==> config.mk <==
export PLATFORM = sky130hd
export DESIGN_NAME = rmq_front_flat
export DESIGN_NICKNAME = d
export VERILOG_FILES = /design/src/hw/rtl/rmq_pkg.sv /design/src/hw/rtl/rmq_in_if.sv /design/src/hw/rtl/rmq_front.sv /design/src/flat_wrapper.sv
export SDC_FILE = /design/constraint.sdc
export NUM_CORES = 1
export LEC_CHECK = 0
export BUFFER_PORTS_ARGS = -buffer_cell sky130_fd_sc_hd__buf_2
export CORE_ASPECT_RATIO = 0.7
export CORE_MARGIN = 4
export CORE_UTILIZATION = 60
export DETAILED_ROUTE_END_ITERATION = 8
export GPL_TIMING_DRIVEN = 1
export PLACE_DENSITY = 0.84
export SLEW_MARGIN = 15
export SYNTH_ARGS = -nofsm -noshare
export SYNTH_HDL_FRONTEND = slang
export SYNTH_SLANG_ARGS = --single-unit
==> constraint.sdc <==
create_clock -name vclk -period 28.4
set_input_delay 5.68 -clock vclk [all_inputs]
set_output_delay 5.68 -clock vclk [all_outputs]
set_load 0.01 [all_outputs]
==> src/hw/rtl/rmq_pkg.sv <==
// ----------------------------------------------------------------------------
// rmq_pkg: shared types and constants for the rotation-to-quaternion block
// Beat layouts, pivot codes and width helpers used by all files.
// ----------------------------------------------------------------------------
package rmq_pkg;

  localparam int WORD_W        = 16;
  localparam int FRAC_BITS_DEF = 14;
  // Off-diagonal sums and differences need one bit more than a word.
  localparam int NUM_W         = WORD_W + 1;
  // Quotients stay below 2^16 + 2, so this many bits hold them.
  localparam int QUO_W         = WORD_W + 1;
  localparam int QUEUE_DEPTH   = 2;

  localparam logic [1:0] PIV_X = 2'd0;
  localparam logic [1:0] PIV_Y = 2'd1;
  localparam logic [1:0] PIV_Z = 2'd2;
  localparam logic [1:0] PIV_W = 2'd3;

  localparam logic signed [WORD_W-1:0] WORD_MAX = 16'sh7fff;
  localparam logic signed [WORD_W-1:0] WORD_MIN = 16'sh8000;

  typedef struct packed {
    logic signed [WORD_W-1:0] right_x;
    logic signed [WORD_W-1:0] right_y;
    logic signed [WORD_W-1:0] right_z;
    logic signed [WORD_W-1:0] up_x;
    logic signed [WORD_W-1:0] up_y;
    logic signed [WORD_W-1:0] up_z;
    logic signed [WORD_W-1:0] fwd_x;
    logic signed [WORD_W-1:0] fwd_y;
    logic signed [WORD_W-1:0] fwd_z;
  } in_beat_t;

  typedef struct packed {
    logic signed [WORD_W-1:0] q_x;
    logic signed [WORD_W-1:0] q_y;
    logic signed [WORD_W-1:0] q_z;
    logic signed [WORD_W-1:0] q_w;
    logic [1:0]               pivot_index;
  } out_beat_t;

  // Signed width of a candidate 1 +/- three diagonal terms.
  function automatic int cand_sw(input int f);
    return ((f > NUM_W) ? f : NUM_W) + 2;
  endfunction

  // Width of one queued job: pivot, clamped best candidate, three numerators.
  function automatic int job_w(input int f);
    return 2 + (cand_sw(f) - 1) + 3 * NUM_W;
  endfunction

endpackage

==> src/hw/rtl/rmq_in_if.sv <==
// ----------------------------------------------------------------------------
// rmq_in_if: input channel carrying one rotation basis per beat
// Valid/ready handshake with the nine basis components as payload.
// ----------------------------------------------------------------------------
interface rmq_in_if import rmq_pkg::*; ();
  logic     valid;
  logic     ready;
  in_beat_t data;

  modport source (output valid, output data, input ready);
  modport sink   (input valid, input data, output ready);
endinterface

==> src/hw/rtl/rmq_front.sv <==
// ----------------------------------------------------------------------------
// rmq_front: candidate forming and pivot selection
// Builds the four clamped candidates, picks the pivot and the numerators.
// ----------------------------------------------------------------------------
module rmq_front import rmq_pkg::*; #(
  parameter int FRAC_BITS = FRAC_BITS_DEF
) (
  rmq_in_if.sink                       in_ch,
  output logic                         job_valid,
  input  logic                         job_ready,
  output logic [job_w(FRAC_BITS)-1:0]  job_data
);

  localparam int CSW = cand_sw(FRAC_BITS);
  localparam int CUW = CSW - 1;
  localparam logic signed [CSW-1:0] ONE = CSW'(1) << FRAC_BITS;

  logic signed [CSW-1:0] rx, uy, fz;
  logic signed [CSW-1:0] cand0, cand1, cand2, cand3;
  logic [CUW-1:0]        cl0, cl1, cl2, cl3, best;
  logic [1:0]            piv;
  logic signed [NUM_W-1:0] n_a, n_b, n_c, n_d, n_e, n_f;
  logic signed [NUM_W-1:0] n0, n1, n2;

  assign in_ch.ready = job_ready;
  assign job_valid   = in_ch.valid;

  always_comb begin
    rx = CSW'(in_ch.data.right_x);
    uy = CSW'(in_ch.data.up_y);
    fz = CSW'(in_ch.data.fwd_z);
    cand0 = ONE + rx - uy - fz;
    cand1 = ONE + uy - rx - fz;
    cand2 = ONE + fz - rx - uy;
    cand3 = ONE + rx + uy + fz;
    cl0 = cand0[CSW-1] ? '0 : cand0[CUW-1:0];
    cl1 = cand1[CSW-1] ? '0 : cand1[CUW-1:0];
    cl2 = cand2[CSW-1] ? '0 : cand2[CUW-1:0];
    cl3 = cand3[CSW-1] ? '0 : cand3[CUW-1:0];
    // Strictly greater, so the earlier candidate keeps a tie.
    best = cl0;
    piv  = PIV_X;
    if (cl1 > best) begin
      best = cl1;
      piv  = PIV_Y;
    end
    if (cl2 > best) begin
      best = cl2;
      piv  = PIV_Z;
    end
    if (cl3 > best) begin
      best = cl3;
      piv  = PIV_W;
    end
  end

  always_comb begin
    n_a = NUM_W'(in_ch.data.right_y) + NUM_W'(in_ch.data.up_x);
    n_b = NUM_W'(in_ch.data.fwd_x) + NUM_W'(in_ch.data.right_z);
    n_c = NUM_W'(in_ch.data.up_z) - NUM_W'(in_ch.data.fwd_y);
    n_d = NUM_W'(in_ch.data.up_z) + NUM_W'(in_ch.data.fwd_y);
    n_e = NUM_W'(in_ch.data.fwd_x) - NUM_W'(in_ch.data.right_z);
    n_f = NUM_W'(in_ch.data.right_y) - NUM_W'(in_ch.data.up_x);
    // The three non-pivot components, in ascending component order.
    case (piv)
      PIV_X: begin
        n0 = n_a; n1 = n_b; n2 = n_c;
      end
      PIV_Y: begin
        n0 = n_a; n1 = n_d; n2 = n_e;
      end
      PIV_Z: begin
        n0 = n_b; n1 = n_d; n2 = n_f;
      end
      default: begin
        n0 = n_c; n1 = n_e; n2 = n_f;
      end
    endcase
  end

  assign job_data = {piv, best, n0, n1, n2};

endmodule

==> src/flat_wrapper.sv <==
// flat-port wrapper written by rule: the top's interface ports become plain ports
module rmq_front_flat import rmq_pkg::*;
#(
  parameter int FRAC_BITS = FRAC_BITS_DEF
)
  (job_valid, job_ready, job_data, in_ch_valid, in_ch_data, in_ch_ready);
  rmq_in_if in_ch_i ();
  output logic job_valid;
  input  logic job_ready;
  output logic [job_w(FRAC_BITS)-1:0] job_data;
  input wire logic [$bits(in_ch_i.valid)-1:0] in_ch_valid;
  input wire logic [$bits(in_ch_i.data)-1:0] in_ch_data;
  output wire logic [$bits(in_ch_i.ready)-1:0] in_ch_ready;
  assign in_ch_i.valid = in_ch_valid;
  assign in_ch_i.data = in_ch_data;
  assign in_ch_ready = in_ch_i.ready;
  rmq_front #(.FRAC_BITS(FRAC_BITS)) u_core (.in_ch(in_ch_i), .job_valid(job_valid), .job_ready(job_ready), .job_data(job_data));
endmodule
; ---- Word-level counts from Yosys, hierarchy flattened
; Index checks and enable logic that the tools add are counted.
[op_classes]
mux = 13
order_cmp = 3
n_eq_ne = 2
n_reduce_logical = 3
addsub = 17
[op_table]
columns = operator, n
row1 = $mux W18, 7
row2 = $pmux W17 S2, 3
row3 = $gt A18 B18 Y1, 3
row4 = $sub A17 B16 Y18, 3
row5 = $add A16 B16 Y17, 3
row6 = $add A16 B16 Y17 const A, 3
row7 = $sub A16 B16 Y17, 3
row8 = $sub A19 B16 Y19, 2
row9 = $add A19 B16 Y19, 1
row10 = $sub A18 B16 Y19, 1
row11 = $add A17 B16 Y18, 1
row12 = $mux W2, 2
row13 = $reduce_or A2 Y1, 2
row14 = $eq A2 B1 Y1 const B, 1
row15 = $eq A2 B2 Y1 const B, 1
row16 = $logic_not A2 Y1, 1
row17 = $mux W1, 1
[word_totals]
out_inout_bits = 73
inputBits = 146
word_cells = 38
reg_bits = 0

; ---- Logic depth before layout (Yosys ltp)
; Gate-level depths: netlist (run 1).
[logic_depth]
word_depth = 13
mapped_depth = 68
mapped_depth_nobuf = 65

; ---- Least setup slack after synthesis (run 1)
; OpenSTA, ideal clock, no wires.
[synth_timing]
kind = input to output
startpoint = input in_ch_data[129]
endpoint = output job_data[36]
path_stages = 64
path_buffers = 6
slack_ns = 4.392
arrival_ns = 18.328
required_time_ns = 22.720
path_cell_list = inv_1 ha_1 ha_1 inv_1 fa_1 nor2b_1 o21ai_0 a21boi_0 o21ai_0 a21boi_0 o21ai_0 a21boi_0 o21ai_0 a21boi_0 o211ai_1 a21oi_1 a31oi_1 ha_1 [... 28 more ...] buf_2 mux2i_1 ha_1 a21o_1 a21o_1 a211oi_1 o21ai_0 a221o_1 a21oi_1 nor2b_1 o21a_1 o21ai_1 clkbuf_1 nand2_1 ha_1 clkbuf_1 clkbuf_1 o31ai_1
[synth_via]
elab_chain_len = 13
word_cells_on_any_way = 26
classes_between = add/sub (9) / order compare (3) / eq/ne (2) / mux (10) / reduce/logical (2)
[synth_lines]
columns = item, line
row1 = "start, declared", flat_wrapper.sv:12  ; input wire logic [$bits(in_ch_i.data)-1:0] in_ch_data;
row2 = $add A16 B16 Y17, "rmq_front.sv:32, rmq_front.sv:35"
row3 = $sub A17 B16 Y18, rmq_front.sv:32  ; cand0 = ONE + rx - uy - fz;
row4 = $sub A18 B16 Y19, rmq_front.sv:32
row5 = $mux W18, rmq_front.sv:36  ; cl0 = cand0[CSW-1] ? '0 : cand0[CUW-1:0];
row6 = $gt A18 B18 Y1, rmq_front.sv:43  ; if (cl1 > best) begin
row7 = $mux W18, rmq_front.sv:43
row8 = $gt A18 B18 Y1, rmq_front.sv:47  ; if (cl2 > best) begin
row9 = $mux W18, rmq_front.sv:47
row10 = $gt A18 B18 Y1, rmq_front.sv:51  ; if (cl3 > best) begin
row11 = $mux W2 *, rmq_front.sv:51
row12 = named net job_data[69], flat_wrapper.sv:10  ; output logic [job_w(FRAC_BITS)-1:0] job_data;
row13 = $eq A2 B1 Y1 or $logic_not A2 Y1 (tied branches), rmq_front.sv:65  ; case (piv)
row14 = $reduce_or A2 Y1 (no source line), n/a
row15 = $pmux W17 S2 *, rmq_front.sv:65
row16 = "end, declared", flat_wrapper.sv:10
; Mark *: on every way through the listed nets, which the timed path passes. The rest lies on a longest branch.

; ---- Worst setup path after layout (run 1)
[layout_timing]
startpoint = input in_ch_data[129]
endpoint = output job_data[33]
[layout_via]
elab_chain_len = 13
word_cells_on_any_way = 26
classes_between = add/sub (9) / order compare (3) / eq/ne (2) / mux (10) / reduce/logical (2)
[layout_lines]
columns = item, line
row1 = $add A16 B16 Y17, "rmq_front.sv:32, rmq_front.sv:35"
row2 = $sub A17 B16 Y18, rmq_front.sv:32
row3 = $sub A18 B16 Y19, rmq_front.sv:32
row4 = $mux W18, rmq_front.sv:36
row5 = $gt A18 B18 Y1, rmq_front.sv:43
row6 = $mux W18, rmq_front.sv:43
row7 = $gt A18 B18 Y1, rmq_front.sv:47
row8 = $mux W18, rmq_front.sv:47
row9 = $gt A18 B18 Y1, rmq_front.sv:51
row10 = $mux W2 *, rmq_front.sv:51
row11 = $eq A2 B2 Y1 or $eq A2 B1 Y1 (tied branches), rmq_front.sv:65
row12 = $reduce_or A2 Y1 (no source line), n/a
row13 = $pmux W17 S2 *, rmq_front.sv:65
; Every way passes the cells marked *; elsewhere a longest branch is shown, timed or not.

==> impl_metrics.csv, run 1 <==
group,metric,value,unit
logic_synthesis,synthesis.area,13400,um^2
setup_path,worstSetupEndpoint,"job_data[33]",
floorplan,die_width,187,um
setup_path,worst_path_max_delay_cell,"ha_2",
detailed_routing,drt_iter0_drc,1605,
setup_path,arrival,21.43,ns
layout,design.seq.count,0,
setup_path,endpoint_kind,"output port",
logic_synthesis,synthMuxAreaShare,0.0420,
layout,area_delta_synth_final,9.59,%
placed_design,gp_congestion,1.04,
detailed_routing,totalWireLength,47100,um
placed_design,dp_hpwl,41200,um
setup_path,critPathLaunch,"in_ch_data[129]",
timing,finalHoldViolCount,0,
grt,grt_pass1_vias,13400,
setup_path,cpPeakStageDelay,1.06,ns
detailed_routing,viasPerCell,6.24,
timing,fin_crit,27.11,ns
layout,final-instance-count-excl-fill,2349,
logic_synthesis,synth.yosys.seq_area_share,0,
logic_synthesis,mappedNetlistNets,2370,
placed_design,placedCellCount,2346,
setup_path,cp_max_fo,58,
layout,n_fill_cell,1964,
grt,antenna_found_initial,4,
timing,fin_setup_tns,0,ns
setup_path,cp-start-kind,"input pin",
detailed_routing,dr.pass1.iters,6,
detailed_routing,vias,14600,
grt,grt_pass1_wl,72100,um
floorplan,core,21800,um^2
cts,cts_setup_buffers,0,
timing,grt_setup_unrepaired,"false",
detailed_routing,routedWlPerCell,20.1,um
timing,slew_viol_final,0,
detailed_routing,route.detailed.drc,0,
grt,overflow,0,
floorplan,pin_count,219,
setup_path,cpMostUsedCell,"o21ai_0",
timing,tightest_slew,1.05,ns
cts,ctsResizeCount,0,
logic_synthesis,synth_top_area_cell,"ha_1",
run,drv_cap,0,
layout,drive_gt1_frac,0.123,
grt,grt_max_degree,59,
timing,fmax,0.0369,GHz
floorplan,dieArea,24900,um^2
floorplan,std_cell_rows,45,
logic_synthesis,synthAdderAreaFrac,0.329,
floorplan,start_util,0.615,
logic_synthesis,synth_xor_area_frac,0.103,
timing,setup_violations,0,
setup_path,crit_type,"input pin to output port",
logic_synthesis,synthCells,1889,
cts,postCtsHoldBufs,0,
timing,max_slew_margin,0.302,
logic_synthesis,yosys_warnings,0,
logic_synthesis,yosys.area_share.simple,0.179,
logic_synthesis,synth_compound_area_frac,0.261,
detailed_routing,ant_nets,0,
layout,nets,2547,
logic_synthesis,ys_top_cells_by_area,"ha_1 (28%), xnor2_1 (7.7%), inv_1 (7.2%)",
worst_hold_path,hp-class,"input pin to output port",
logic_synthesis,ys_types,72,
logic_synthesis,postSynthAreaPerCell,7.12,um^2
timing,fin_crit_sh,0.955,
grt,track_usage,0.353,
logic_synthesis,yosys.area.top_type_share,0.285,
layout,nClkBuffers,0,
placed_design,port_buffers,215,
layout,regArea,0,um^2
logic_synthesis,synth_top_family_by_area,"adder cells",
outcome,status,"complete, no violations",
setup_path,cp_data_required_time,22.72,ns
floorplan,dieHeight,133,um
## worst max-delay path: cells and delay by family
family          cells  cell delay, ns
compound gates     29            6.50
simple gates       15            4.05
fa+ha+maj           8            3.21
buf+inv             7            1.45
mux                 2            0.48
## synthesized netlist by cell type (8+ instances only)
cell / n
a211oi_1: 15
nand2_1: 115
o21a_1: 24
a221o_1: 9
inv_1: 257
nor2_1: 173
nand3_1: 26
a22oi_1: 31
mux2i_1: 47
nor3_1: 48
o31ai_1: 22
nand4_1: 15
a21oi_1: 144
clkbuf_1: 34
xor2_1: 40
nand2b_1: 29
o21bai_1: 20
a31o_2: 8
and2_1: 8
a21o_1: 47
fa_1: 29
o211ai_1: 11
or3_1: 18
a21boi_0: 12
a221oi_1: 15
ha_1: 306
and3_1: 14
nor2b_1: 38
a31oi_1: 21
o21ai_0: 82
xnor2_1: 118
## layout by cell type (no fill, tap or decap), drive strengths merged, types with 4 or more instances in the layout
| master | count |
|---|---|
| ha | 306 |
| inv | 257 |
| buf | 220 |
| nor2 | 174 |
| a21oi | 144 |
| xnor2 | 118 |
| nand2 | 116 |
| o21ai | 88 |
| nor3 | 48 |
| a21o | 47 |
| mux2i | 47 |
| xor2 | 40 |
| nor2b | 38 |
| a22oi | 31 |
| nand2b | 29 |
| fa | 29 |
| nand3 | 26 |
| o21a | 24 |
| o31ai | 22 |
| a31oi | 21 |
| o21bai | 20 |
| or3 | 18 |
| a211oi | 17 |
| nand4 | 15 |
| a221oi | 15 |
| and3 | 14 |
| a21boi | 12 |
| o211ai | 11 |
| a221o | 9 |
| and2 | 9 |
| a31o | 8 |
| a2111oi | 8 |
| o41ai | 7 |
| o31a | 7 |
| o2111ai | 7 |
| mux2 | 7 |
| or2 | 6 |
| or4 | 4 |
| o22ai | 4 |
| a211o | 4 |
## through the flow
step | setup slack [ns] | hold WS, ns | utilization | cell area, um^2
4_1_cts | 1.91 | 11.36 | 0.674 | 14700
3_3_place_gp | 2.62 | 11.36 | 0.674 | 14700
6_report | 1.29 | 11.36 | 0.675 | 14700
2_1_floorplan | 4.39 | 11.45 | - | 13400
3_5_place_dp | 1.99 | 11.36 | 0.674 | 14700
5_1_grt | 0.357 | 11.36 | 0.675 | 14700
## metal layers
| layer | part of all wire | up-vias | GRT usage |
|---|---|---|---|
| li1 | - | 7002 | - |
| met1 | 0.46 | 6803 | 0.522 |
| met3 | 0.12 | 79 | 0.0838 |
| met4 | 0.022 | 2 | 0.0624 |
| met5 | 0.00015 | - | 0 |
| met2 | 0.40 | 762 | 0.524 |
## area by class of cell
class	instances	area, um^2	area share
tap	282	353	0.0239
multi-input combinational	1586	12300	0.834
inverter	258	968	0.0657
timing repair buffer	220	1110	0.0756
antenna	3	7.51	0.000509
## kinds of logic after synthesis
group | after synthesis
fa+ha+maj | 336
mux | 54
simple gates | 511
compound gates | 527
xor+xnor | 158
buf+inv | 303
## how the worst min path moves through the flow
stage | from | to | cells after the start
floorplan | job_ready | in_ch_ready | 1
global placement | job_ready | in_ch_ready | 0
detailed placement | job_ready | in_ch_ready | 0
CTS | job_ready | in_ch_ready | 0
global route | job_ready | in_ch_ready | 0
finish | job_ready | in_ch_ready | 0
Power of run 1 is not shown: default switching activity piles up to over one toggle a cycle in this logic, so the estimate is an artifact.
==> run 2: changes to the inputs <==
- ABC_AREA: unset -> 1
- CORE_UTILIZATION: 60 -> 57
- PLACE_DENSITY: 0.84 -> 0.8
- SKIP_LAST_GASP: unset -> 1
==> run 2 against run 1 <==
  * Die area is 6.5% higher
  * Count of clock-buffer cells in the layout unchanged
  * Setup slack improved by 2.4 ns
  * Largest cell class unchanged
==> impl_metrics.csv, run 2 <==
group,metric,value,unit
run,drv_cap,0,
timing,tightest_slew,0.925,ns
worst_hold_path,hold_depth,0,
layout,regArea,0,um^2
timing,fmax,0.0405,GHz
layout,layout_commonest_cell,"nand2_1",
grt,grt_pass1_vias,14000,
detailed_routing,ant_nets,0,
grt,grt_pass1_wl,71600,um
detailed_routing,routedWlPerCell,17.0,um
placed_design,dp_hpwl,41000,um
detailed_routing,drt_iter0_drc,1772,
logic_synthesis,ys_types,58,
logic_synthesis,synth_common_cells,"nand2_1 (435), inv_1 (420), ha_1 (306)",
setup_path,cp_data_required_time,22.72,ns
setup_path,arrival,19.03,ns
layout,nClkBuffers,0,
logic_synthesis,ys_top_cells_by_area,"ha_1 (28%), nand2_1 (12%), inv_1 (12%)",
cts,ctsResizeCount,0,
setup_path,cpMostUsedCell,"nand2_1",
floorplan,pin_count,219,
setup_path,cpPeakStageDelay,0.58,ns
layout,drive_gt1_frac,0.106,
detailed_routing,route.detailed.drc,0,
layout,layout_common_cells,"nand2_1 (435), inv_1 (420), ha_1 (306)",
detailed_routing,vias,15500,
layout,area_delta_synth_final,9.57,%
worst_hold_path,hp-class,"input pin to output port",
setup_path,crit_type,"input pin to output port",
floorplan,std_cell_rows,47,
layout,diodes,0,
setup_path,cp-start-kind,"input pin",
worst_hold_path,hp-start,"in_ch_valid",
timing,finalHoldViolCount,0,
setup_path,cpLargestDelayFamily,"compound AO/OA/AOI/OAI gates",
detailed_routing,totalWireLength,46400,um
grt,antenna_found_initial,0,
timing,setup_violations,0,
layout,n_fill_cell,2375,
grt,overflow,0,
timing,slew_viol_final,0,
timing,fin_setup_tns,0,ns
cts,postCtsHoldBufs,0,
layout,fin_util,0.634,
logic_synthesis,synthCells,2228,
detailed_routing,viasPerCell,5.70,
logic_synthesis,synthesis.area,13600,um^2
setup_path,endpoint_kind,"output port",
placed_design,gp_congestion,1.03,
logic_synthesis,mappedNetlistNets,2709,
logic_synthesis,yosys_warnings,0,
cts,cts_setup_buffers,0,
floorplan,dieArea,26500,um^2
grt,grt_max_degree,54,
detailed_routing,dr.pass1.iters,6,
logic_synthesis,synth.yosys.seq_area_share,0,
timing,grt_setup_unrepaired,"false",
timing,fin_crit_sh,0.870,
timing,finalHoldWorstSlack,11.36,ns
setup_path,cp_num_buf_inv,9,
grt,track_usage,0.333,
logic_synthesis,yosys.area.top_type_share,0.281,
placed_design,port_buffers,215,
floorplan,start_util,0.579,
timing,fin_crit,24.71,ns
floorplan,dieHeight,137,um
timing,max_slew_margin,0.378,
outcome,status,"complete, no violations",
floorplan,core,23600,um^2
placed_design,placedCellCount,2725,
layout,multiInputGateArea,11900,um^2
layout,nets,2890,
floorplan,die_width,193,um
logic_synthesis,yosysMostFrequentCell,"nand2_1",
layout,design.seq.count,0,
worst_hold_path,hold_end,"job_valid",
layout,final-instance-count-excl-fill,2725,
setup_path,cp_max_fo,37,
setup_path,worst_path_max_delay_cell,"ha_1",
logic_synthesis,postSynthAreaPerCell,6.12,um^2
logic_synthesis,synth_top_area_cell,"ha_1",
-- run 2: cell count changes after synthesis, sizes merged, moves of 40 or more --
cell and change:
xor2 +68, inv +166, o21ai +48, mux2i -47, nand3 +94, nand2 +325
a21oi +101, a21o -40, xnor2 -95
-- run 2: cells by family after synthesis --
| kind of cell | synth area share |
|---|---|
| and+or+nand+nor | 0.249 |
| AOI/OAI and AO/OA | 0.213 |
| buffers and inverters | 0.131 |
| xor gates and xnor gates | 0.0841 |
| adders and majority gates | 0.323 |
-- run 2: worst max path at each step --
stage / startpoint / end / slack [ns] / cells after the start
final: in_ch_data[129] / job_data[21] / 3.69 / 69
after global routing: in_ch_data[129] / job_data[16] / 2.50 / 74
after CTS: in_ch_data[129] / job_data[21] / 4.00 / 69
after detailed placement: in_ch_data[129] / job_data[21] / 4.03 / 69
after global placement: in_ch_data[129] / job_data[16] / 4.60 / 70
after floorplan: in_ch_data[129] / job_data[38] / 6.39 / 72
-- run 2: metrics by stage --
step	instance area (um^2)	worst slack [ns]
global route	15000	2.50
finish	15000	3.69
floorplan	13600	6.39
CTS	15000	4.00
detailed placement	15000	4.03
global placement	15000	4.60
-- run 2: final cells by class --
cell class | count | area share
multi-input combinational | 1764 | 0.793
tap | 318 | 0.0266
timing repair buffer | 219 | 0.0740
inverter | 424 | 0.107
-- run 2: routing by layer --
metal	global-route usage	routed length, um
met1	0.537	22500
met2	0.490	18300
met3	0.0268	4890
met4	0.0366	651
met5	0	0
Power of run 2 is left out for the same reason.
