<file path="src/hw/rtl/rmq_pkg.sv">
// ----------------------------------------------------------------------------
// rmq_pkg: shared types and constants for the rotation-to-quaternion block
// Beat layouts, pivot codes and width helpers used by all files.
// ----------------------------------------------------------------------------
package rmq_pkg;

  localparam int WORD_W        = 16;
  localparam int FRAC_BITS_DEF = 14;
  // Off-diagonal sums and differences need one bit more than a word.
  localparam int NUM_W         = WORD_W + 1;
  // Quotients stay below 2^16 + 2, so this many bits hold them.
  localparam int QUO_W         = WORD_W + 1;
  localparam int QUEUE_DEPTH   = 2;

  localparam logic [1:0] PIV_X = 2'd0;
  localparam logic [1:0] PIV_Y = 2'd1;
  localparam logic [1:0] PIV_Z = 2'd2;
  localparam logic [1:0] PIV_W = 2'd3;

  localparam logic signed [WORD_W-1:0] WORD_MAX = 16'sh7fff;
  localparam logic signed [WORD_W-1:0] WORD_MIN = 16'sh8000;

  typedef struct packed {
    logic signed [WORD_W-1:0] right_x;
    logic signed [WORD_W-1:0] right_y;
    logic signed [WORD_W-1:0] right_z;
    logic signed [WORD_W-1:0] up_x;
    logic signed [WORD_W-1:0] up_y;
    logic signed [WORD_W-1:0] up_z;
    logic signed [WORD_W-1:0] fwd_x;
    logic signed [WORD_W-1:0] fwd_y;
    logic signed [WORD_W-1:0] fwd_z;
  } in_beat_t;

  typedef struct packed {
    logic signed [WORD_W-1:0] q_x;
    logic signed [WORD_W-1:0] q_y;
    logic signed [WORD_W-1:0] q_z;
    logic signed [WORD_W-1:0] q_w;
    logic [1:0]               pivot_index;
  } out_beat_t;

  // Signed width of a candidate 1 +/- three diagonal terms.
  function automatic int cand_sw(input int f);
    return ((f > NUM_W) ? f : NUM_W) + 2;
  endfunction

  // Width of one queued job: pivot, clamped best candidate, three numerators.
  function automatic int job_w(input int f);
    return 2 + (cand_sw(f) - 1) + 3 * NUM_W;
  endfunction

endpackage

</file>
<file path="src/hw/rtl/rmq_fifo.sv">
// ----------------------------------------------------------------------------
// rmq_fifo: short job queue between the front and the back
// Register-based FIFO with a combinational head read.
// ----------------------------------------------------------------------------
module rmq_fifo import rmq_pkg::*; #(
  parameter int W     = 8,
  parameter int DEPTH = QUEUE_DEPTH
) (
  input  logic         clk,
  input  logic         rst_n,
  input  logic         wr_valid,
  output logic         wr_ready,
  input  logic [W-1:0] wr_data,
  output logic         rd_valid,
  input  logic         rd_ready,
  output logic [W-1:0] rd_data
);

  localparam int AW = (DEPTH > 1) ? $clog2(DEPTH) : 1;
  localparam int CNTW = $clog2(DEPTH + 1);

  logic [W-1:0]    mem [0:DEPTH-1];
  logic [AW-1:0]   wptr_r, wptr_nxt, rptr_r, rptr_nxt;
  logic [CNTW-1:0] cnt_r, cnt_nxt;
  logic            push, pop;

  assign wr_ready = (cnt_r != CNTW'(DEPTH));
  assign rd_valid = (cnt_r != '0);
  assign rd_data  = mem[rptr_r];
  assign push     = wr_valid && wr_ready;
  assign pop      = rd_valid && rd_ready;

  always_comb begin
    wptr_nxt = wptr_r;
    rptr_nxt = rptr_r;
    cnt_nxt  = cnt_r;
    if (push) begin
      wptr_nxt = (wptr_r == AW'(DEPTH - 1)) ? '0 : wptr_r + 1'b1;
    end
    if (pop) begin
      rptr_nxt = (rptr_r == AW'(DEPTH - 1)) ? '0 : rptr_r + 1'b1;
    end
    if (push && !pop) begin
      cnt_nxt = cnt_r + 1'b1;
    end else if (pop && !push) begin
      cnt_nxt = cnt_r - 1'b1;
    end
  end

  always_ff @(posedge clk) begin
    if (!rst_n) begin
      wptr_r <= '0;
      rptr_r <= '0;
      cnt_r  <= '0;
    end else begin
      wptr_r <= wptr_nxt;
      rptr_r <= rptr_nxt;
      cnt_r  <= cnt_nxt;
    end
  end

  always_ff @(posedge clk) begin
    if (push) begin
      mem[wptr_r] <= wr_data;
    end
  end

endmodule

</file>
<file path="config.mk">
export PLATFORM = sky130hd
export DESIGN_NAME = rmq_fifo
export DESIGN_NICKNAME = d
export VERILOG_FILES = /design/src/hw/rtl/rmq_pkg.sv /design/src/hw/rtl/rmq_fifo.sv
export SDC_FILE = /design/constraint.sdc
export NUM_CORES = 1
export LEC_CHECK = 0
export BUFFER_PORTS_ARGS = -buffer_cell sky130_fd_sc_hd__buf_2
export CAP_MARGIN = 20
export CORE_MARGIN = 4
export CORE_UTILIZATION = 52
export DETAILED_ROUTE_END_ITERATION = 12
export PLACE_DENSITY_LB_ADDON = 0.05
export SKIP_LAST_GASP = 1
export SYNTH_ARGS = -nofsm -noshare
export SYNTH_HDL_FRONTEND = slang
export SYNTH_SLANG_ARGS = --single-unit
</file>
<file path="constraint.sdc">
create_clock -name clk -period 2.9 [get_ports clk]
set_clock_uncertainty 0.2 [all_clocks]
set_input_delay 0.58 -clock clk [delete_from_list [all_inputs] [get_ports clk]]
set_output_delay 0.58 -clock clk [all_outputs]
set_load 0.02 [all_outputs]
</file>
Word level (Yosys, flattened, before mapping)
Memory sizes are Yosys's and may differ from the RTL's. A register that Yosys moved wholly into a read port is not among the register bits.
Index checks and enable logic that the tools add are counted.
{"block": "word_totals", "mem_count": 1, "register_bits": 4, "out_inout_bits": 10, "elab_cells": 25, "input_bits": 12, "ramBits": 16}
{"block": "classes", "n_addsub": 4, "eq_ne": 1, "reduce_logical": 8, "mux": 8}
{"name": "mem", "words": 2, "width": 8, "read_ports": 1, "rd_ports_with_merged_regs": 1, "write_ports": 1, "line_no": "rmq_fifo.sv:22", "rtl": "logic [W-1:0] mem [0:DEPTH-1];"}
{"operator": "$mux 1", "count": 6}
{"operator": "$logic_and 1x1->1", "count": 4}
{"operator": "$mux 2", "count": 2}
{"operator": "$reduce_bool 2->1", "count": 2}
{"operator": "$add 1x1->1 const B", "count": 2}
{"operator": "$add 2x1->2 const B", "count": 1}
{"operator": "$logic_not 1->1", "count": 2}
{"operator": "$ne 2x2->1 const B", "count": 1}
{"operator": "$sub 2x1->2 const B", "count": 1}

Longest topological paths before layout
Gate-level depths: netlist (run 1).
{"block": "logic_depth", "depth_word": 6, "ltp_mapped": 6}

Worst setup path after synthesis (run 1)
Ideal clock, no wire load.
{"block": "synth_timing", "kind": "input port to flip-flop", "startpoint": "in rd_ready", "endpoint": "reg cnt_r[1]", "arrival_ns": 1.509, "n_path_buf": 0, "path_stages": 4, "setup_slack_ns": 1.121, "cell_sequence": "o21ai_0 ha_1 or3_1 a21oi_1"}
{"block": "synth_via", "elab_chain_cells": 4, "elab_cells_between_ends": 6, "classes_between": "1 x mux; 5 x reduce/logical"}
{"element": "start: declaration", "line_no": "rmq_fifo.sv:15", "rtl": "input logic rd_ready,"}
{"element": "$logic_and 1x1->1 *", "line_no": "rmq_fifo.sv:31", "rtl": "assign pop = rd_valid && rd_ready;"}
{"element": "$logic_not 1->1", "line_no": "rmq_fifo.sv:43", "rtl": "if (push && !pop) begin"}
{"element": "$logic_and 1x1->1", "line_no": "rmq_fifo.sv:43"}
{"element": "$mux 2 or $reduce_bool 2->1 (tied branches)"}
{"element": "end signal: assignment", "line_no": "rmq_fifo.sv:58", "rtl": "cnt_r <= cnt_nxt;"}
{"element": "end: declaration", "line_no": "rmq_fifo.sv:24", "rtl": "logic [CNTW-1:0] cnt_r, cnt_nxt;"}
Every way passes the cells marked *; elsewhere a longest branch is shown, timed or not.
A chain may end at the register's enable or synchronous reset.

==> impl_metrics.py, run 1 <==
metrics = {
    "cts": {
        "clk_pin_slew_ps": 110,
        "numCtsBuffers": 3,
        "cts_hold_buffers": 0,
        "cts_root_buffer": "clkbuf_4",
        "postCtsSetupBuffers": 0,
        "tritoncts": "done",
        "cts_buffer_depth": 2,
        "cts_resized": 0,
        "clkLatencyLatePin_ps": 290,
        "numClockSinks": 21,
        "h-tree-depth": 1,
    },
    "worst_setup_path": {
        "worst_setup_path_end_kind": "output port",
        "crit_chain": "mux2_2 -> buf_2",
        "path_buf_inv": 1,
        "path_delay_family": "flip-flops",
        "critPathKind": "flop to output port",
        "cp_data_arrival_time_ps": 1380,
        "cp-start-kind": "flop",
        "ff2ff_setup_slack_ps": 1110,
        "path_max_fanout": 8,
        "max_stage_delay_ps": 550,
        "required_ps": 2120,
        "cpMaxStageDelayCell": "dfxtp_1",
    },
    "synth": {
        "yosysUniqueCellTypes": 17,
        "synth.area.top_cells": "edfxtp_1 59%, dfxtp_1 12%, mux2_2 11%",
        "synth_area_um2": 809.5,
        "synthesis.nets": 63,
        "synth_seq_cells": 21,
        "ys_seq_area_share_pct": 71.72,
        "synth_top_area_cell": "edfxtp_1",
        "avgSynthCellArea_um2": 16.19,
        "ys.warnings.count": 0,
        "syn_inst": 50,
        "yosys.area.top_type_share_pct": 59.35,
    },
    "route": {
        "vias": 447,
        "ant_nets": 0,
        "first_pass_iters": 3,
        "wirelength_um": 1181,
        "drc": 0,
        "avgViaCountPerCell": 5.022,
        "post_drt_wl_per_cell_um": 13.27,
        "initialDrtViolationCount": 4,
    },
    "sta": {
        "worstMarginPinSlew_ps": 358.4,
        "maxSlewViolCount": 0,
        "finalHoldViolCount": 0,
        "max-slew-margin-rel_pct": 76.07,
        "rsz0062_at_grt": "no",
        "finalSetupTns_ps": 0,
        "post-route-period-util_pct": 74.60,
        "setup_viol": 0,
        "max_freq_ghz": 0.4622,
        "min_period_ps": 2164,
    },
    "global_routing": {
        "grt_pass1_vias": 481,
        "grt_max_degree": 13,
        "grt_usage_pct": 12.84,
        "antenna_found_initial": 0,
        "grt.overflow.total": 0,
        "grt_pass1_wl_um": 1938,
    },
    "pwr": {
        "p_per_area_nw_per_um2": 869.3,
        "p_total_mw": 0.8310,
        "leakagePower_nw": 0.3899,
        "vdd_ir_drop_max_uv": 565.5,
    },
    "min_path": {
        "hold_class": "input pin to flop",
    },
    "floorplan": {
        "ioPinCount": 22,
        "fp.dieW_um": 47.46,
        "die_h_um": 47.46,
        "coreArea_um2": 1383,
        "fp.dieArea_um2": 2252,
        "fp-row-count": 13,
        "start_util_pct": 58.55,
    },
    "placed_design": {
        "hpwlAfterDp_um": 922.4,
        "gp_congestion": 0.7564,
        "io_buffer_count": 21,
    },
    "layout": {
        "drive_above_1_share_pct": 48.65,
        "fill_cells": 101,
        "post-route-util_pct": 69.14,
        "finalNetCount": 88,
        "diodes": 0,
        "syn2layout_area_growth_pct": 18.08,
    },
    "run_status": {
        "status": "finished clean",
    },
    "flow_run": {
        "drv_cap": 0,
    },
}
## kinds of logic (layout without fill, tap and decap cells)
kind of cell	count (synthesis)	count (layout)	share of synthesized area, %
buffers and inverters	3	27	1.545
flip-flops	21	21	71.72
XOR/XNOR	3	3	3.246
adder cells (fa/ha/maj)	1	1	1.545
AO/OA/AOI/OAI	5	5	3.710
multiplexers	8	8	11.13
AND/OR/NAND/NOR	9	9	7.112
## per-layer routing
metal	up-vias	global-route usage, %	wire length, um
met4	0	4.972	0
met3	0	3.383	51
met2	10	23.80	622
met1	205	13.73	507
li1	232	-	-
met5	-	0	0
## cells in the mapped netlist
cell type,n
ha_1,1
nand3b_1,1
o21ai_0,2
inv_1,2
or3_1,1
a21oi_1,2
nand2b_4,1
nor2_1,3
edfxtp_1,16
or2_2,1
and2_1,1
buf_2,1
and3_1,1
dfxtp_1,5
mux2_2,8
a21bo_2,1
xor2_1,3
## final timing paths
| kind | start | end | depth (start not counted) |
|---|---|---|---|
| min reg2reg | rptr_r | flop | 2 |
| min | wr_data[6] | mem[0][6] | 1 |
| max | flop | rd_data[7] | 2 |
| max reg2reg | cnt_r[0] | cnt_r[1] | 5 |
## area by class of cell
type	instances	area (um^2)	share of cell area [%]
inverter	2	7.507	0.7853
clock buffer	3	22.52	2.356
sequential	21	580.6	60.73
timing repair buffer	21	105.1	10.99
clock inverter	1	5.005	0.5236
tap	15	18.77	1.963
multi-input combinational	26	216.5	22.64
## worst register-to-register path: stages, from the launching register on
cell      delay [ps]
dfxtp_1          370
nand2b_4         170
and2_1           160
ha_1             300
or3_1            380
a21oi_1          140
## through the flow
stage                     hold WS (ps)  setup WS [ps]  instances  instance area [um^2]
after floorplan                  272.5           1121         50                 809.5
after global placement           302.3           1001         85                 928.4
after detailed placement         297.9          969.8         85                 928.4
after CTS                        251.7          707.6         89                 955.9
after global routing             238.7          677.8         89                 955.9
final                            266.7          736.5         89                 955.9
## registers in the layout, indices dropped and copies added, names as in the netlist, named ones only
register	count
cnt_r	2
mem	16
rptr_r	1
wptr_r	1
## placed cells by master (no fill, tap or decap)
master / n
a21bo_2: 1
a21oi_1: 2
and2_1: 1
and3_1: 1
buf_2: 21
clkbuf_4: 3
clkinv_2: 1
dfxtp_1: 5
edfxtp_1: 16
ha_1: 1
inv_1: 2
mux2_2: 8
nand2b_4: 1
nand3b_1: 1
nor2_1: 3
o21ai_0: 2
or2_2: 1
or3_1: 1
xor2_1: 3
## power by group
group,internal [mW],switching (mW)
Combinational,0.126,0.149
Sequential,0.382,0.0415
Clock,0.0513,0.0813
Power figures use the tool's default switching activity.
==> run 2, diff against run 1 <==
- ABC_AREA: unset -> 1
- CORE_UTILIZATION: 52 -> 44
- clock period: 2.9 -> 1.9 ns (I/O delays scaled with it)
==> run 2 against run 1 <==
Clock power grew 56%. Largest power group unchanged. Sequential power grew 53%. Power grew 57%. Via count grew 16%. Critical endpoint is now rd_data[1]. Sequential cell count is the same. Synthesized cell count grew 24%. Die area grew 18%. Non-clock buffer count grew 2. Register-to-register slack lost 770 ps.
==> impl_metrics.py, run 2 <==
metrics = {
    "run_status": {
        "status": "finished clean",
    },
    "route": {
        "drc": 0,
        "first_pass_iters": 2,
        "ant_nets": 0,
        "wirelength_um": 1216,
        "initialDrtViolationCount": 3,
        "vias": 519,
        "avgViaCountPerCell": 4.593,
        "post_drt_wl_per_cell_um": 10.76,
    },
    "floorplan": {
        "coreArea_um2": 1764,
        "fp-row-count": 15,
        "start_util_pct": 47.38,
        "ioPinCount": 22,
        "fp.dieW_um": 51.59,
        "fp.dieArea_um2": 2661,
        "die_h_um": 51.59,
    },
    "cts": {
        "cts_root_buffer": "clkbuf_4",
        "cts_buffer_depth": 2,
        "numCtsBuffers": 3,
        "tritoncts": "done",
        "h-tree-depth": 1,
        "postCtsSetupBuffers": 0,
        "cts_hold_buffers": 0,
        "clkLatencyLatePin_ps": 290,
        "clk_pin_slew_ps": 110,
        "cts_resized": 1,
        "numClockSinks": 21,
    },
    "pwr": {
        "p_seq_share_pct": 49.5,
        "p_per_area_nw_per_um2": 1291,
        "p_total_mw": 1.308,
        "vdd_ir_drop_max_uv": 662.2,
        "p_sw_share_pct": 34.78,
        "leakagePower_nw": 0.4237,
        "pwr-share-comb_pct": 34.7,
        "clockPowerShare_pct": 15.8,
        "p_int_mw": 0.8533,
        "p_sw_mw": 0.4551,
    },
    "worst_setup_path": {
        "reg2reg_depth": 8,
        "ff2ff_setup_slack_ps": 340,
        "cp_data_arrival_time_ps": 1220,
        "worst_setup_path_end_kind": "output port",
        "r2r_end": "cnt_r[1]",
        "required_ps": 1320,
        "path_max_fanout": 8,
        "critPathKind": "flop to output port",
        "cp-start-kind": "flop",
        "r2r-start": "cnt_r[1]",
    },
    "synth": {
        "ys.warnings.count": 0,
        "synth_edf_count": 16,
        "ys_seq_area_share_pct": 69.46,
        "async_flop_share_pct": 0,
        "synth.area.top_cells": "edfxtp_1 57%, dfxtp_1 12%, mux2_2 11%",
        "synth_seq_cells": 21,
        "synthFlopType": "edfxtp_1",
        "yosysUniqueCellTypes": 18,
        "synthesis.nets": 75,
        "synth_area_um2": 835.8,
        "yosys.area.top_type_share_pct": 57.49,
        "syn_inst": 62,
        "synth_top_area_cell": "edfxtp_1",
        "avgSynthCellArea_um2": 13.48,
        "yosysMostFrequentCell": "edfxtp_1",
        "synth_common_cells": "16 x edfxtp_1, 8 x mux2_2, 8 x nor2_1",
    },
    "layout": {
        "largest_reg_flops": 16,
        "final_common_cell": "buf_2",
        "instances_no_fill": 113,
        "drive_above_1_share_pct": 47.73,
        "syn2layout_area_growth_pct": 21.26,
        "regMostFlops": "mem",
        "top_regs": "mem x16, cnt_r x2",
        "mostFrequentLayoutCells": "21 x buf_2, 16 x edfxtp_1, 8 x mux2_2, 8 x nor2_1",
        "finalNetCount": 102,
        "diodes": 0,
    },
    "global_routing": {
        "grt_pass1_wl_um": 2152,
        "grt.overflow.total": 0,
        "grt_pass1_vias": 518,
        "grt_usage_pct": 11.45,
        "grt_max_degree": 13,
        "antenna_found_initial": 0,
    },
    "placed_design": {
        "post-place-ws_ps": 250.4,
        "io_buffer_count": 21,
        "hpwlAfterDp_um": 914,
        "gp_congestion": 0.7040,
        "place_inst": 109,
    },
    "sta": {
        "post-route-period-util_pct": 94.95,
        "finalHoldViolCount": 0,
        "min_period_ps": 1804,
        "maxSlewViolCount": 0,
        "max-slew-margin-rel_pct": 87.00,
        "max_freq_ghz": 0.5543,
        "holdWs_ps": 62.94,
        "worstMarginPinSlew_ps": 194.7,
        "rsz0062_at_grt": "no",
        "fin_ws_ps": 95.89,
        "setup_viol": 0,
        "finalSetupTns_ps": 0,
    },
    "min_path": {
        "min_from": "wr_data[0]",
        "worstHoldPathCells": 1,
        "hold_class": "input pin to flop",
        "hold_end": "mem[1][0]",
    },
    "flow_run": {
        "drv_cap": 0,
    },
}
==> run 2: metrics by stage <==
| stage | cell area (um^2) | utilization, % |
|---|---|---|
| 6_report | 1013 | 57.45 |
| 3_5_place_dp | 982.2 | 55.67 |
| 4_1_cts | 1011 | 57.30 |
| 2_1_floorplan | 835.8 | - |
| 3_3_place_gp | 982.2 | 55.67 |
| 5_1_grt | 1013 | 57.45 |
==> run 2: power by group through the flow <==
stage / clock network [mW] / registers [mW] / logic, mW
after global routing: 0.236 / 0.661 / 0.515
final: 0.207 / 0.648 / 0.454
after global placement: 0 / 0.654 / 0.454
after floorplan: 0 / 0.630 / 0.352
after detailed placement: 0 / 0.657 / 0.461
after CTS: 0.219 / 0.648 / 0.464
==> run 2: how the worst max path moves through the flow <==
stage | endpoint | slack (ps) | cells after the start
2_1_floorplan | mem[1][0] | 350 | 4
3_3_place_gp | rd_data[1] | 250 | 2
5_1_grt | rd_data[5] | 50 | 2
3_5_place_dp | rd_data[1] | 250 | 2
4_1_cts | rd_data[1] | 20 | 2
6_report | rd_data[1] | 100 | 2
==> run 2: logic make-up (layout without fill, tap and decap cells) <==
family	Yosys count	in the layout	share of synthesized area (%)
AND/OR/NAND/NOR	19	19	11.08
AO/OA/AOI/OAI	4	4	2.843
adder cells (fa/ha/maj)	1	1	1.497
multiplexers	8	8	10.78
buffers and inverters	9	35	4.340
flip-flops	21	21	69.46
==> run 2: layout make-up <==
class	instances	area [um^2]
Sequential cell	21	584.3
Tap cell	25	31.28
Timing Repair Buffer	23	120.1
Inverter	8	31.28
Clock buffer	3	22.52
Clock inverter	1	5.005
Multi-Input combinational cell	32	219.0
Fill cell	185	750.7
==> run 2: worst max-delay path: stages, from the launching register on <==
cell and delay [ps]:
dfxtp_4 430, mux2_2 340, buf_2 160
==> run 2: layer usage <==
layer	vias to the layer above	routed length (um)	GRT usage [%]
met4	0	9	5.240
met2	12	613	19.07
met1	240	535	13.13
met5	-	0	0
met3	2	58	4.011
li1	265	-	-
==> run 3, diff against run 2 <==
- PLACE_DENSITY: unset -> 0.72
- PLACE_DENSITY_LB_ADDON: 0.05 -> unset
- SETUP_SLACK_MARGIN: unset -> 0.5
==> run 3 against run 2 <==
Sequential share of layout area fell by 10 points. Clock power hardly changed. Largest cell class unchanged. Critical path depth up 1. Sequential power grew 2%. Setup slack got worse by 4.6 ps. Combinational power grew 83%. Register-to-register slack improved by 140 ps. Cell count is 6.2% higher.
==> impl_metrics.py, run 3 (same netlist as run 2, synthesis figures left out) <==
metrics = {
    "layout": {
        "instances_no_fill": 120,
        "final_common_cell": "edfxtp_1",
        "drive_above_1_share_pct": 64.21,
        "diodes": 0,
        "seq_area_um2": 589.3,
        "multi_input_area_um2": 300.3,
        "fill_cells": 130,
        "top_regs": "mem x16, cnt_r x2",
        "finalNetCount": 109,
        "largest_reg_flops": 16,
        "regMostFlops": "mem",
        "syn2layout_area_growth_pct": 49.25,
        "mostFrequentLayoutCells": "16 x edfxtp_1, 14 x buf_6, 11 x buf_2",
        "post-route-util_pct": 70.71,
    },
    "placed_design": {
        "gp_congestion": 0.6376,
        "hpwlAfterDp_um": 1109,
        "place_inst": 110,
        "io_buffer_count": 21,
        "post-place-ws_ps": 349.3,
    },
    "route": {
        "wirelength_um": 1567,
        "first_pass_iters": 4,
        "drc": 0,
        "post_drt_wl_per_cell_um": 13.06,
        "initialDrtViolationCount": 2,
        "ant_nets": 0,
        "vias": 592,
        "avgViaCountPerCell": 4.933,
    },
    "cts": {
        "clk_pin_slew_ps": 110,
        "numCtsBuffers": 3,
        "tritoncts": "done",
        "h-tree-depth": 1,
        "numClockSinks": 21,
        "clkLatencyLatePin_ps": 290,
        "cts_root_buffer": "clkbuf_4",
        "cts_hold_buffers": 0,
        "cts_buffer_depth": 2,
    },
    "worst_setup_path": {
        "worst_setup_path_end_kind": "output port",
        "reg2reg_depth": 8,
        "max_stage_delay_ps": 350,
        "critPathKind": "flop to output port",
        "cp-start-kind": "flop",
        "path_max_fanout": 8,
        "cp_data_arrival_time_ps": 1230,
        "path_delay_family": "flip-flops",
        "r2r-start": "cnt_r[0]",
        "required_ps": 1320,
        "cpMaxStageDelayCell": "dfxtp_2",
        "r2r_end": "cnt_r[0]",
        "path_buf_inv": 2,
        "ff2ff_setup_slack_ps": 480,
        "crit_chain": "buf_8 -> mux2_4 -> buf_6",
    },
    "sta": {
        "post-route-period-util_pct": 95.20,
        "max-slew-margin-rel_pct": 89.10,
        "finalHoldViolCount": 0,
        "setup_viol": 0,
        "finalSetupTns_ps": 0,
        "min_period_ps": 1809,
        "fin_ws_ps": 91.25,
        "holdWs_ps": 69.99,
        "worstMarginPinSlew_ps": 163.3,
        "rsz0062_at_grt": "yes",
        "maxSlewViolCount": 0,
        "max_freq_ghz": 0.5529,
    },
    "floorplan": {
        "fp.dieW_um": 51.59,
        "fp.dieArea_um2": 2661,
        "die_h_um": 51.59,
        "fp-row-count": 15,
        "coreArea_um2": 1764,
        "start_util_pct": 47.38,
        "ioPinCount": 22,
    },
    "flow_run": {
        "drv_cap": 0,
    },
    "min_path": {
        "worstHoldPathCells": 1,
        "hold_class": "input pin to flop",
        "min_from": "wr_data[4]",
        "hold_end": "mem[1][4]",
    },
    "global_routing": {
        "grt_max_degree": 12,
        "grt_pass1_vias": 641,
        "grt.overflow.total": 0,
        "grt_pass1_wl_um": 2656,
        "grt_usage_pct": 13.80,
        "antenna_found_initial": 0,
    },
    "run_status": {
        "status": "finished clean",
    },
    "pwr": {
        "vdd_ir_drop_max_uv": 1037,
        "leakagePower_nw": 0.5193,
        "p_per_area_nw_per_um2": 1358,
    },
}
-- run 3: changes by cell type in the layout (fill, tap and decap cells not counted), sizes merged --
cell / delta
buf: +7
clkinv: -1
clkbuf: +1
-- run 3: where the power goes --
group | internal, mW | switching, mW | leakage, nW
Clock | 0.0816 | 0.122 | 0.0150
Sequential | 0.600 | 0.0617 | 0.192
Combinational | 0.439 | 0.391 | 0.312
Total | 1.12 | 0.574 | 0.519
-- run 3: worst max-delay path by stage --
stage / startpoint / end / slack, ps / cells after the start
6_report: flop / rd_data[1] / 90 / 3
3_5_place_dp: rd_ready / cnt_r[1] / 350 / 9
2_1_floorplan: cnt_r[0] / mem[1][0] / 400 / 4
4_1_cts: flop / rd_data[0] / 80 / 3
3_3_place_gp: flop / rd_data[2] / 380 / 3
5_1_grt: flop / rd_data[0] / 30 / 3
-- run 3: cell type report --
cell class                      instances  share of cell area (%)
Timing Repair Buffer                   30                   20.66
Multi-Input combinational cell         32                   24.07
Clock buffer                            4                   2.106
Tap cell                               25                   2.508
Inverter                                8                   3.410
Sequential cell                        21                   47.24
-- run 3: through the flow --
| step | instance area [um^2] | power, mW |
|---|---|---|
| after floorplan | 870.8 | 1.035 |
| after global placement | 1022 | 1.159 |
| final | 1247 | 1.694 |
| after detailed placement | 1022 | 1.184 |
| after CTS | 1209 | 1.650 |
| after global routing | 1247 | 1.801 |
-- run 3: timing repair --
item                       in CTS  in global routing
resized for setup              38                  9
buffers inserted                5                  1
setup endpoints to repair      12                 28
pin swaps                      10                  7
-- run 3: layer usage --
layer	GRT usage [%]	up-vias	share of wire, %
met1	13.36	277	32
met4	9.170	0	5.3
met3	4.011	10	8.9
li1	-	278	-
met5	0	-	0
met2	25.00	27	53
